`src/rtl/vcc_pkg.sv`:
```
// vcc_pkg: shared types and constants for the vco capacitor calibration block
// no dependencies; used by vcc_core and vco_cap_calibration

package vcc_pkg;

    localparam int CapW = 6;
    localparam int VW   = 2;

    localparam logic [CapW-1:0] CAP_START = 6'd31;
    localparam logic [CapW-1:0] CAP_MAX   = 6'd63;
    localparam logic [CapW-1:0] CAP_MIN   = 6'd0;

    // comparator codes taken from reading bits 7:6
    localparam logic [VW-1:0] V_ZERO  = 2'd0;
    localparam logic [VW-1:0] V_ONE   = 2'd1;
    localparam logic [VW-1:0] V_TWO   = 2'd2;

    // item modes
    localparam logic MODE_START = 1'b0;

    typedef enum logic [1:0] {
        ST_BUSY    = 2'd0,
        ST_DONE    = 2'd1,
        ST_INVALID = 2'd2,
        ST_IGNORED = 2'd3
    } status_t;

    typedef enum logic [2:0] {
        PH_IDLE   = 3'd0,
        PH_FIRST  = 3'd1,
        PH_DEC2A  = 3'd2,
        PH_WAIT31 = 3'd3,
        PH_INC1   = 3'd4,
        PH_DEC0   = 3'd5,
        PH_DEC2B  = 3'd6,
        PH_INC0   = 3'd7
    } phase_t;

    typedef struct packed {
        logic [CapW-1:0] cap_value;
        logic            write_cap;
        status_t         status;
    } result_t;

endpackage

```
`src/rtl/vcc_core.sv`:
```
// vcc_core: calibration state (phase, cap, low mark) and the per-reading step logic
// depends on vcc_pkg

module vcc_core (
    input  logic                     aclk,
    input  logic                     aresetn,
    input  logic                     en,
    input  logic                     mode,
    input  logic [vcc_pkg::VW-1:0]   v,
    output vcc_pkg::result_t         result
);

    vcc_pkg::phase_t             phase_reg, phase_next;
    logic [vcc_pkg::CapW-1:0]    cap_reg, cap_next;
    logic [vcc_pkg::CapW-1:0]    low_reg, low_next;

    // state registers, updated once per transaction
    always_ff @(posedge aclk) begin
        if (!aresetn) begin
            phase_reg <= vcc_pkg::PH_IDLE;
            cap_reg   <= vcc_pkg::CAP_MIN;
            low_reg   <= vcc_pkg::CAP_MIN;
        end else if (en) begin
            phase_reg <= phase_next;
            cap_reg   <= cap_next;
            low_reg   <= low_next;
        end
    end

    // one step of the search; later searches may run on the same reading
    always_comb begin
        logic       go_dec2a, go_dec0, go_inc0, go_dec2b, go_inc1;
        logic       at_min, at_max;
        logic [7:0] fin_sum;

        go_dec2a = 1'b0;
        go_dec0  = 1'b0;
        go_inc0  = 1'b0;
        go_dec2b = 1'b0;
        go_inc1  = 1'b0;
        at_min   = (cap_reg == vcc_pkg::CAP_MIN);
        at_max   = (cap_reg == vcc_pkg::CAP_MAX);
        fin_sum  = 8'd0;

        phase_next = phase_reg;
        cap_next   = cap_reg;
        low_next   = low_reg;

        if (mode == vcc_pkg::MODE_START) begin
            phase_next = vcc_pkg::PH_FIRST;
            cap_next   = vcc_pkg::CAP_START;
        end else begin
            unique case (phase_reg)
                vcc_pkg::PH_IDLE: begin
                    phase_next = vcc_pkg::PH_IDLE;
                end
                vcc_pkg::PH_FIRST: begin
                    priority if (v == vcc_pkg::V_ZERO) begin
                        go_dec2a = 1'b1;
                    end else if (v == vcc_pkg::V_ONE) begin
                        go_dec0 = 1'b1;
                    end else if (v == vcc_pkg::V_TWO) begin
                        go_inc0 = 1'b1;
                    end else begin
                        phase_next = vcc_pkg::PH_IDLE;
                    end
                end
                vcc_pkg::PH_DEC2A:  go_dec2a = 1'b1;
                vcc_pkg::PH_WAIT31: go_inc1  = 1'b1;
                vcc_pkg::PH_INC1:   go_inc1  = 1'b1;
                vcc_pkg::PH_DEC0:   go_dec0  = 1'b1;
                vcc_pkg::PH_DEC2B:  go_dec2b = 1'b1;
                vcc_pkg::PH_INC0:   go_inc0  = 1'b1;
            endcase
        end

        // down search for the low mark, then restart at 31
        if (go_dec2a) begin
            if (v != vcc_pkg::V_TWO && !at_min) begin
                cap_next   = cap_reg - 6'd1;
                phase_next = vcc_pkg::PH_DEC2A;
            end else begin
                low_next   = cap_reg;
                cap_next   = vcc_pkg::CAP_START;
                phase_next = vcc_pkg::PH_WAIT31;
            end
        end

        // down search for the low mark, falls into the second down search
        if (go_dec0) begin
            if (v != vcc_pkg::V_ZERO && !at_min) begin
                cap_next   = cap_reg - 6'd1;
                phase_next = vcc_pkg::PH_DEC0;
            end else begin
                low_next = cap_reg;
                go_dec2b = 1'b1;
            end
        end

        // up search for the low mark, falls into the second up search
        if (go_inc0) begin
            if (v != vcc_pkg::V_ZERO && !at_max) begin
                cap_next   = cap_reg + 6'd1;
                phase_next = vcc_pkg::PH_INC0;
            end else begin
                low_next = cap_reg;
                go_inc1  = 1'b1;
            end
        end

        // final value (3*high + low + 2) / 4
        fin_sum = {1'b0, cap_reg, 1'b0} + {2'b00, cap_reg} + {2'b00, low_next} + 8'd2;

        // high mark searches
        if (go_dec2b || go_inc1) begin
            if (go_dec2b && v != vcc_pkg::V_TWO && !at_min) begin
                cap_next   = cap_reg - 6'd1;
                phase_next = vcc_pkg::PH_DEC2B;
            end else if (go_inc1 && v != vcc_pkg::V_ONE && !at_max) begin
                cap_next   = cap_reg + 6'd1;
                phase_next = vcc_pkg::PH_INC1;
            end else begin
                cap_next   = fin_sum[7:2];
                phase_next = vcc_pkg::PH_IDLE;
            end
        end
    end

    // result fields: every step writes the new cap except idle readings and a bad first one
    always_comb begin
        logic idle_read, bad_first;

        idle_read = (mode != vcc_pkg::MODE_START) && (phase_reg == vcc_pkg::PH_IDLE);
        bad_first = (mode != vcc_pkg::MODE_START) && (phase_reg == vcc_pkg::PH_FIRST) &&
                    (phase_next == vcc_pkg::PH_IDLE);

        result.write_cap = !(idle_read || bad_first);
        result.cap_value = result.write_cap ? cap_next : vcc_pkg::CAP_MIN;

        priority if (idle_read) begin
            result.status = vcc_pkg::ST_IGNORED;
        end else if (bad_first) begin
            result.status = vcc_pkg::ST_INVALID;
        end else if (phase_next == vcc_pkg::PH_IDLE) begin
            result.status = vcc_pkg::ST_DONE;
        end else begin
            result.status = vcc_pkg::ST_BUSY;
        end
    end

`ifndef ASSERT_OFF
    // a start transaction always leads to the first-reading phase at cap 31
    a_start_first: assert property (@(posedge aclk) disable iff (!aresetn)
        (en && mode == vcc_pkg::MODE_START) |=>
            (phase_reg == vcc_pkg::PH_FIRST && cap_reg == vcc_pkg::CAP_START))
        else $error("start did not enter first phase at cap 31");

    // a reading while idle leaves the whole state alone
    a_idle_hold: assert property (@(posedge aclk) disable iff (!aresetn)
        (en && mode != vcc_pkg::MODE_START && phase_reg == vcc_pkg::PH_IDLE) |=>
            (phase_reg == vcc_pkg::PH_IDLE && $stable(cap_reg) && $stable(low_reg)))
        else $error("idle reading changed state");

    // done and error results return to idle; only done or in-progress write the cap
    a_end_idle: assert property (@(posedge aclk) disable iff (!aresetn)
        (en && (result.status == vcc_pkg::ST_DONE || result.status == vcc_pkg::ST_INVALID))
            |=> (phase_reg == vcc_pkg::PH_IDLE))
        else $error("calibration end did not return to idle");

    a_write_status: assert property (@(posedge aclk) disable iff (!aresetn)
        en |-> (result.write_cap ==
            (result.status == vcc_pkg::ST_BUSY || result.status == vcc_pkg::ST_DONE)))
        else $error("cap write flag disagrees with status");
`endif

endmodule

```
`src/rtl/vco_cap_calibration.sv`:
```
// vco_cap_calibration: top level with input register, step core and result register
// depends on vcc_pkg and vcc_core
//
//   channel   ports                                   direction
//   s_        s_valid s_ready s_mode s_vtune_reading  in, one reading or start
//   m_        m_valid m_ready m_cap_value m_write_cap m_status  out, one result
//
// one transaction in gives one result out, through the input register and then the result register
// a new transaction can be taken every cycle while m_ready is high; the step core sits between the regs
// aresetn (synchronous) clears both stage valids and returns the sequencer to idle
// while m_ready is low the result holds and at most one more transaction is taken

module vco_cap_calibration (
    input  logic       aclk,
    input  logic       aresetn,
    input  logic       s_valid,
    output logic       s_ready,
    input  logic       s_mode,
    input  logic [7:0] s_vtune_reading,
    output logic       m_valid,
    input  logic       m_ready,
    output logic [5:0] m_cap_value,
    output logic       m_write_cap,
    output logic [1:0] m_status
);

    logic                         in_valid_reg;
    logic                         in_mode_reg;
    logic [vcc_pkg::VW-1:0]       in_v_reg;
    logic                         out_valid_reg;
    vcc_pkg::result_t             out_res_reg;
    vcc_pkg::result_t             step_res;
    logic                         advance;

    // the held item moves on when the result slot is free or being drained
    assign advance = in_valid_reg && (!out_valid_reg || m_ready);
    assign s_ready = !in_valid_reg || advance;

    // input register: keep only the comparator bits
    always_ff @(posedge aclk) begin
        if (!aresetn) begin
            in_valid_reg <= 1'b0;
        end else if (s_ready) begin
            in_valid_reg <= s_valid;
        end
    end

    always_ff @(posedge aclk) begin
        if (s_valid && s_ready) begin
            in_mode_reg <= s_mode;
            in_v_reg    <= s_vtune_reading[7:6];
        end
    end

    vcc_core u_core (
        .aclk    (aclk),
        .aresetn (aresetn),
        .en      (advance),
        .mode    (in_mode_reg),
        .v       (in_v_reg),
        .result  (step_res)
    );

    // result register
    always_ff @(posedge aclk) begin
        if (!aresetn) begin
            out_valid_reg <= 1'b0;
        end else if (advance) begin
            out_valid_reg <= 1'b1;
        end else if (m_ready) begin
            out_valid_reg <= 1'b0;
        end
    end

    always_ff @(posedge aclk) begin
        if (advance) begin
            out_res_reg <= step_res;
        end
    end

    assign m_valid     = out_valid_reg;
    assign m_cap_value = out_res_reg.cap_value;
    assign m_write_cap = out_res_reg.write_cap;
    assign m_status    = out_res_reg.status;

endmodule
```
`config.mk`:
```
export PLATFORM = sky130hd
export DESIGN_NAME = vco_cap_calibration
export DESIGN_NICKNAME = d
export VERILOG_FILES = /design/src/rtl/vcc_pkg.sv /design/src/rtl/vcc_core.sv /design/src/rtl/vco_cap_calibration.sv
export SDC_FILE = /design/constraint.sdc
export NUM_CORES = 1
export LEC_CHECK = 0
export ABC_AREA = 1
export BUFFER_PORTS_ARGS = -buffer_cell sky130_fd_sc_hd__clkbuf_2
export CAP_MARGIN = 10
export CORE_MARGIN = 1.5
export CORE_UTILIZATION = 30
export CTS_BUF_LIST = sky130_fd_sc_hd__clkbuf_2 sky130_fd_sc_hd__clkbuf_4 sky130_fd_sc_hd__clkbuf_8
export CTS_CLUSTER_SIZE = 30
export DETAILED_ROUTE_END_ITERATION = 8
export HOLD_SLACK_MARGIN = 0.12
export PLACE_DENSITY = 0.45
export SYNTH_ARGS = -nofsm -noshare
export SYNTH_HDL_FRONTEND = slang
export SYNTH_SLANG_ARGS = --single-unit
```
`constraint.sdc`:
```
create_clock -name aclk -period 5.25 [get_ports aclk]
set_clock_uncertainty 0.2 [all_clocks]
set_input_delay 0.2625 -clock aclk [delete_from_list [all_inputs] [get_ports aclk]]
set_output_delay 0.2625 -clock aclk [all_outputs]
set_load 0.005 [all_outputs]
```
Word-level counts from Yosys, hierarchy flattened
Index checks and enable logic that the tools add are counted.
{ "op_classes": {"add_sub_neg": 5, "mul": 0, "div_mod_pow": 0, "magnitude_cmp": 0, "eq_ne": 12, "shift": 0, "muxes": 54, "n_bitwise": 0, "n_reduce_logical": 29} }
{ "op_table": {"columns": ["operator", "count"], "rows": [
  ["6-bit two-way mux", 16],
  ["3-bit two-way mux", 12],
  ["1-bit two-way mux", 22],
  ["3-bit equality test, second input constant", 4],
  ["1-bit logical AND", 12],
  ["7-bit by 6-bit adder with 8-bit output", 1],
  ["8-bit by 2-bit adder with 8-bit output, second input constant", 1],
  ["8-bit by 6-bit adder with 8-bit output", 1],
  ["6-bit by 1-bit adder with 6-bit output, second input constant", 1],
  ["3-bit by 2-bit equality test with 1-bit output, second input constant", 2],
  ["6-bit equality test, second input constant", 1],
  ["3-bit logical NOT", 2],
  ["6-bit logical NOT", 1],
  ["1-bit one-hot mux with 2 select lines", 3],
  ["3-bit one-hot mux with 2 select lines", 1],
  ["6-bit by 1-bit subtractor with 6-bit output, second input constant", 1],
  ["1-bit logical NOT", 5],
  ["1-bit logical OR", 4],
  ["2-bit nonzero test", 2],
  ["2-bit OR reduction", 2],
  ["3-bit by 1-bit equality test with 1-bit output, second input constant", 1],
  ["2-bit by 1-bit equality test with 1-bit output, second input constant", 1],
  ["2-bit equality test, second input constant", 1],
  ["2-bit logical NOT", 1],
  ["2 further kinds", 2]
]} }
{ "word_totals": {"ff_bits": 29, "latch_bits": 0, "mem_bits_rw": 0, "mem_bits_ro": 0, "in_bits": 13, "output_inout_bits": 11, "word_cells": 111, "mem_count": 0} }

Longest topological paths before layout
{ "logic_depth": {"ltp_word": 16, "mapped_depth": 26, "mapped_depth_nobuf": 26} }

Modules after synthesis
From an unflattened synthesis, not the netlist that was laid out.
{ "unflattened": {"hier_cells": 342, "hier_area_um2": 2428.6} }
{ "by_module_without_submodules": {"columns": ["mod", "instances", "cells_per_inst", "area_per_inst_um2", "seq_area_each_um2"], "rows": [
  ["vcc_core", 1, 317, 1973.1, 300.3],
  ["vco_cap_calibration", 1, 25, 455.4, 400.4]
]} }

Worst setup path before layout
OpenSTA, ideal clock, no wires.
{ "synth_timing": {"kind": "reg2reg", "from": "reg u_core.cap_reg[0] (netlist bit)", "to": "reg out_res_reg, in the netlist m_cap_value[5], data pin", "setup_time_ns": 0.253, "arrival_time_ns": 3.129, "required_time_ns": 4.797, "slack_ns": 1.668, "stages_incl_launch_ff": 26, "path_buffers": 1, "period_less_slack_ns": 3.582, "path_cell_list": "dfxtp_1 > inv_1 > ha_1 > nand4_2 > nand2_1 > nand2_4 > nand3_2 > buf_4 > nand2_1 > o21a_1 > inv_1 > fa_1 > inv_1 > ha_1 > nand2_1 > nand2_1 > nand2_1 > nand2_1 > nand3_1 > nand2_1 > nand2_1 > nand3_1 > nand2_1 > nand2_1 > inv_1 > nor2_2"} }
{ "synth_between": {"elab_chain_cells": 14, "word_cells_on_any_way": 48, "classes_between": "add/sub: 5; eq/ne: 1; mux: 28; reduce/logical: 14"} }
{ "synth_lines": {"columns": ["item", "line", "rtl"], "rows": [
  ["start: declaration", "vcc_core.sv:14", "logic [vcc_pkg::CapW-1:0] cap_reg, cap_next;"],
  ["start signal: assignment", "vcc_core.sv:21", "cap_reg <= vcc_pkg::CAP_MIN;"],
  ["start signal: assignment", "vcc_core.sv:25", "cap_reg <= cap_next;"],
  ["6-bit logical NOT", "vcc_core.sv:41", "at_min = (cap_reg == vcc_pkg::CAP_MIN);"],
  ["1-bit logical NOT", "vcc_core.sv:79, vcc_core.sv:91, vcc_core.sv:116", null],
  ["1-bit logical AND", "vcc_core.sv:79", "if (v != vcc_pkg::V_TWO && !at_min) begin"],
  ["6-bit two-way mux", "vcc_core.sv:79", null],
  ["6-bit two-way mux", "vcc_core.sv:78", "if (go_dec2a) begin"],
  ["6-bit two-way mux", "vcc_core.sv:91", "if (v != vcc_pkg::V_ZERO && !at_min) begin"],
  ["6-bit two-way mux", "vcc_core.sv:90", "if (go_dec0) begin"],
  ["6-bit two-way mux", "vcc_core.sv:102", "if (v != vcc_pkg::V_ZERO && !at_max) begin"],
  ["6-bit two-way mux", "vcc_core.sv:101", "if (go_inc0) begin"],
  ["8-bit by 6-bit adder with 8-bit output", "vcc_core.sv:112", "fin_sum = {1'b0, cap_reg, 1'b0} + {2'b00, cap_reg} + {2'b00, low_next} + 8'd2;"],
  ["8-bit by 2-bit adder with 8-bit output", "vcc_core.sv:112", null],
  ["6-bit two-way mux", "vcc_core.sv:119", "end else if (go_inc1 && v != vcc_pkg::V_ONE && !at_max) begin"],
  ["6-bit two-way mux", "vcc_core.sv:116", "if (go_dec2b && v != vcc_pkg::V_TWO && !at_min) begin"],
  ["6-bit two-way mux", "vcc_core.sv:115", "if (go_dec2b || go_inc1) begin"],
  ["end signal: assignment", "vco_cap_calibration.sv:77", "out_res_reg <= step_res;"],
  ["end: declaration", "vco_cap_calibration.sv:31", "vcc_pkg::result_t out_res_reg;"]
]} }
Parallel ways exist; a longest one is shown, timed or not.
A chain may end at the register's enable or synchronous reset.

Final worst setup path
{ "layout_timing": {"from": "reg u_core.cap_reg[0] (netlist bit)", "to": "reg out_res_reg, in the netlist m_cap_value[3], data pin"} }
The elaborated chain is that of the path after synthesis.

==> metrics.cfg <==
[yosys]
synth_edf_count = 12
synth_nets = 392
syn_inst = 365
ys_ff_latch = 29
yosysWarnings = 0
synth.distinct_cells = 33
syn_area_um2 = 2510
ys_async_sr_fraction_pct = 0
yosys_most_used_dff = dfxtp_1
synth.avg_cell_area_um2 = 6.88
seq_area_frac_synth_pct = 27.9

[cts]
cts_tree = done
clk_latency_ps = 270
cts_hold_buffers = 6
cts_resized = 0
cts_setup_buffers = 0
cts-root-buf = clkbuf_8
cts_buffer_depth = 2
clkTransAtPathRegs_ps = 60
cts_buffers = 5
clock_sinks = 29
htreeDepth = 2

[route]
wl_um = 6410
top_layer = met4
postRouteAntennaNets = 0
vias = 2298
first_pass_iters = 4
drt_iter0_drc = 125
viasPerCell = 4.65
wl_per_cell_um = 13.0
wl_met2_um = 3060
met3WireLength_um = 134
wl_met1_um = 3120
drc = 0

[run_status]
status = complete, no violations

[timing]
rsz0062_at_grt = false
tightest_slew_ps = 810
max_freq_mhz = 246
finalWorstPathRequiredPeriod_ps = 4070
slew_headroom_pct = 45.9
hold_viol_final = 0
drv_slew = 0
post-route-period-util_pct = 77.6
fin_ws_ps = 1180
setup_tns_ps = 0
setup_viol = 0

[critical_path]
crit_path_start = u_core.cap_reg[0]
start_kind = register
reg2reg_to = m_cap_value[3]
end_kind = register
critPathKind = reg2reg
cp_max_fo = 12
required_ps = 5080
rr_startpoint = u_core.cap_reg[0]
r2r_cells = 24
cp.arrival_ps = 3900
regToRegSetupSlack_ps = 1180

[layout]
design_area_um2 = 2830
diodes = 0
syn_to_final_growth_pct = 12.6
fillers = 907
final_common_cell = nand2_1
drive_gt1_share_pct = 18.0
layout_common_cells = 75 x nand2_1, 58 x inv_1, 40 x nand3_1, 36 x nor2_1, 19 x a21oi_1
nets = 415

[global_route]
grt_pass1_vias = 2175
grt_pass1_wl_um = 10500
grt-ovfl-total = 0
grt_max_degree = 25
grt_antenna_before_repair = 0
grtUsageTotal_pct = 15.3

[floorplan]
rows = 33
fp.dieW_um = 94.5
die_h_um = 94.5
ios = 24
die_area_um2 = 8930
core_um2 = 8180
initial_core_util_pct = 30.7

[min_path]
hold_start = m_valid
hold_class = reg2reg
min_path_cells = 2
hold_path_end = m_valid

[flow_run]
max_cap_violations = 0

[power_and_ir_drop]
p_leak_nw = 1.43
ir_drop_mv = 0.120
power_density_nw_per_um2 = 247
finalPower_mw = 0.699

[place]
pre_cts_ws_ps = 1130
dp_hpwl_um = 4950
io_buffers = 17
place_congestion = 0.921
placed_area_um2 = 2680

-- cells in the mapped netlist, types with 3 or more instances --
cell      number  area [um2]
a21oi_1       19        95.1
clkbuf_1       3        11.3
dfxtp_1       17         340
edfxtp_1      12         360
fa_1           4        80.1
ha_1          10         125
inv_1         58         218
inv_2          9        33.8
nand2_1       75         282
nand2_2        6        37.5
nand2_4        6        67.6
nand3_1       40         200
nand3_2        5        50.1
nand4_1        5        31.3
nor2_1        36         135
nor2_2        10        62.6
nor2_4         3        33.8
nor3_1         3        15.0
o21a_1         5        37.5
o21ai_0        9        45.0
o21ai_1        6        30.0
xnor2_1        3        26.3
xor2_1         8        70.1
-- kinds of logic (layout without fill, tap and decap cells) --
| logic type | count (synthesis) | in the layout | synth area share, % |
|---|---|---|---|
| simple gates | 195 | 195 | 38.6 |
| fa+ha+maj | 14 | 14 | 8.17 |
| flops | 29 | 29 | 27.9 |
| xor+xnor | 11 | 11 | 3.84 |
| compound gates | 42 | 42 | 9.62 |
| buf+inv | 74 | 98 | 11.9 |
-- report_power, final --
| part | internal [mW] | switching (mW) |
|---|---|---|
| Sequential | 0.255 | 0.0172 |
| Clock | 0.0968 | 0.0821 |
| Combinational | 0.0915 | 0.156 |
| Total | 0.443 | 0.255 |
-- worst max path at each step --
stage	to	cells past startpoint
5_1_grt	m_cap_value[5]	24
2_1_floorplan	m_cap_value[5]	25
4_1_cts	m_cap_value[3]	24
3_5_place_dp	m_cap_value[3]	24
3_3_place_gp	m_cap_value[3]	24
6_report	m_cap_value[3]	24
-- worst max-delay path, stage by stage, from the launching register on --
cell,delay (ps)
dfxtp_1,460
inv_1,170
ha_1,270
nand4_2,160
nand2_1,140
nand2_4,100
nand3_2,240
nand2_1,140
o21a_1,140
inv_1,70
fa_1,530
inv_1,40
ha_1,340
nand2_1,90
nand2_1,80
nand2_1,80
nand2_1,70
nand2_1,60
nand2_1,50
inv_1,50
nand2_1,50
nand3_1,70
nand2_1,50
nand2_1,120
nor2_2,50
-- metrics by stage --
step	utilization (%)	hold slack [ps]	std cells
after floorplan	-	161	365
after global placement	32.8	245	480
after detailed placement	32.8	244	480
after CTS	34.6	310	494
after global routing	34.6	347	494
final	34.6	307	494
-- cell type report --
| cell class | count | area (um2) | share of cell area (%) |
|---|---|---|---|
| Clock buffer | 6 | 76.3 | 2.70 |
| Sequential cell | 29 | 701 | 24.8 |
| Clock inverter | 2 | 10.0 | 0.354 |
| Tap cell | 105 | 131 | 4.65 |
| Inverter | 67 | 251 | 8.89 |
| Timing Repair Buffer | 23 | 145 | 5.13 |
| Multi-Input combinational cell | 262 | 1510 | 53.5 |
-- per-layer routing --
metal	global-route usage, %	up-vias
met1	20.2	1064
met5	0	-
met2	25.8	28
met4	2.99	0
li1	-	1200
met3	2.90	6
No activity file was read; power rests on OpenSTA's default activity.
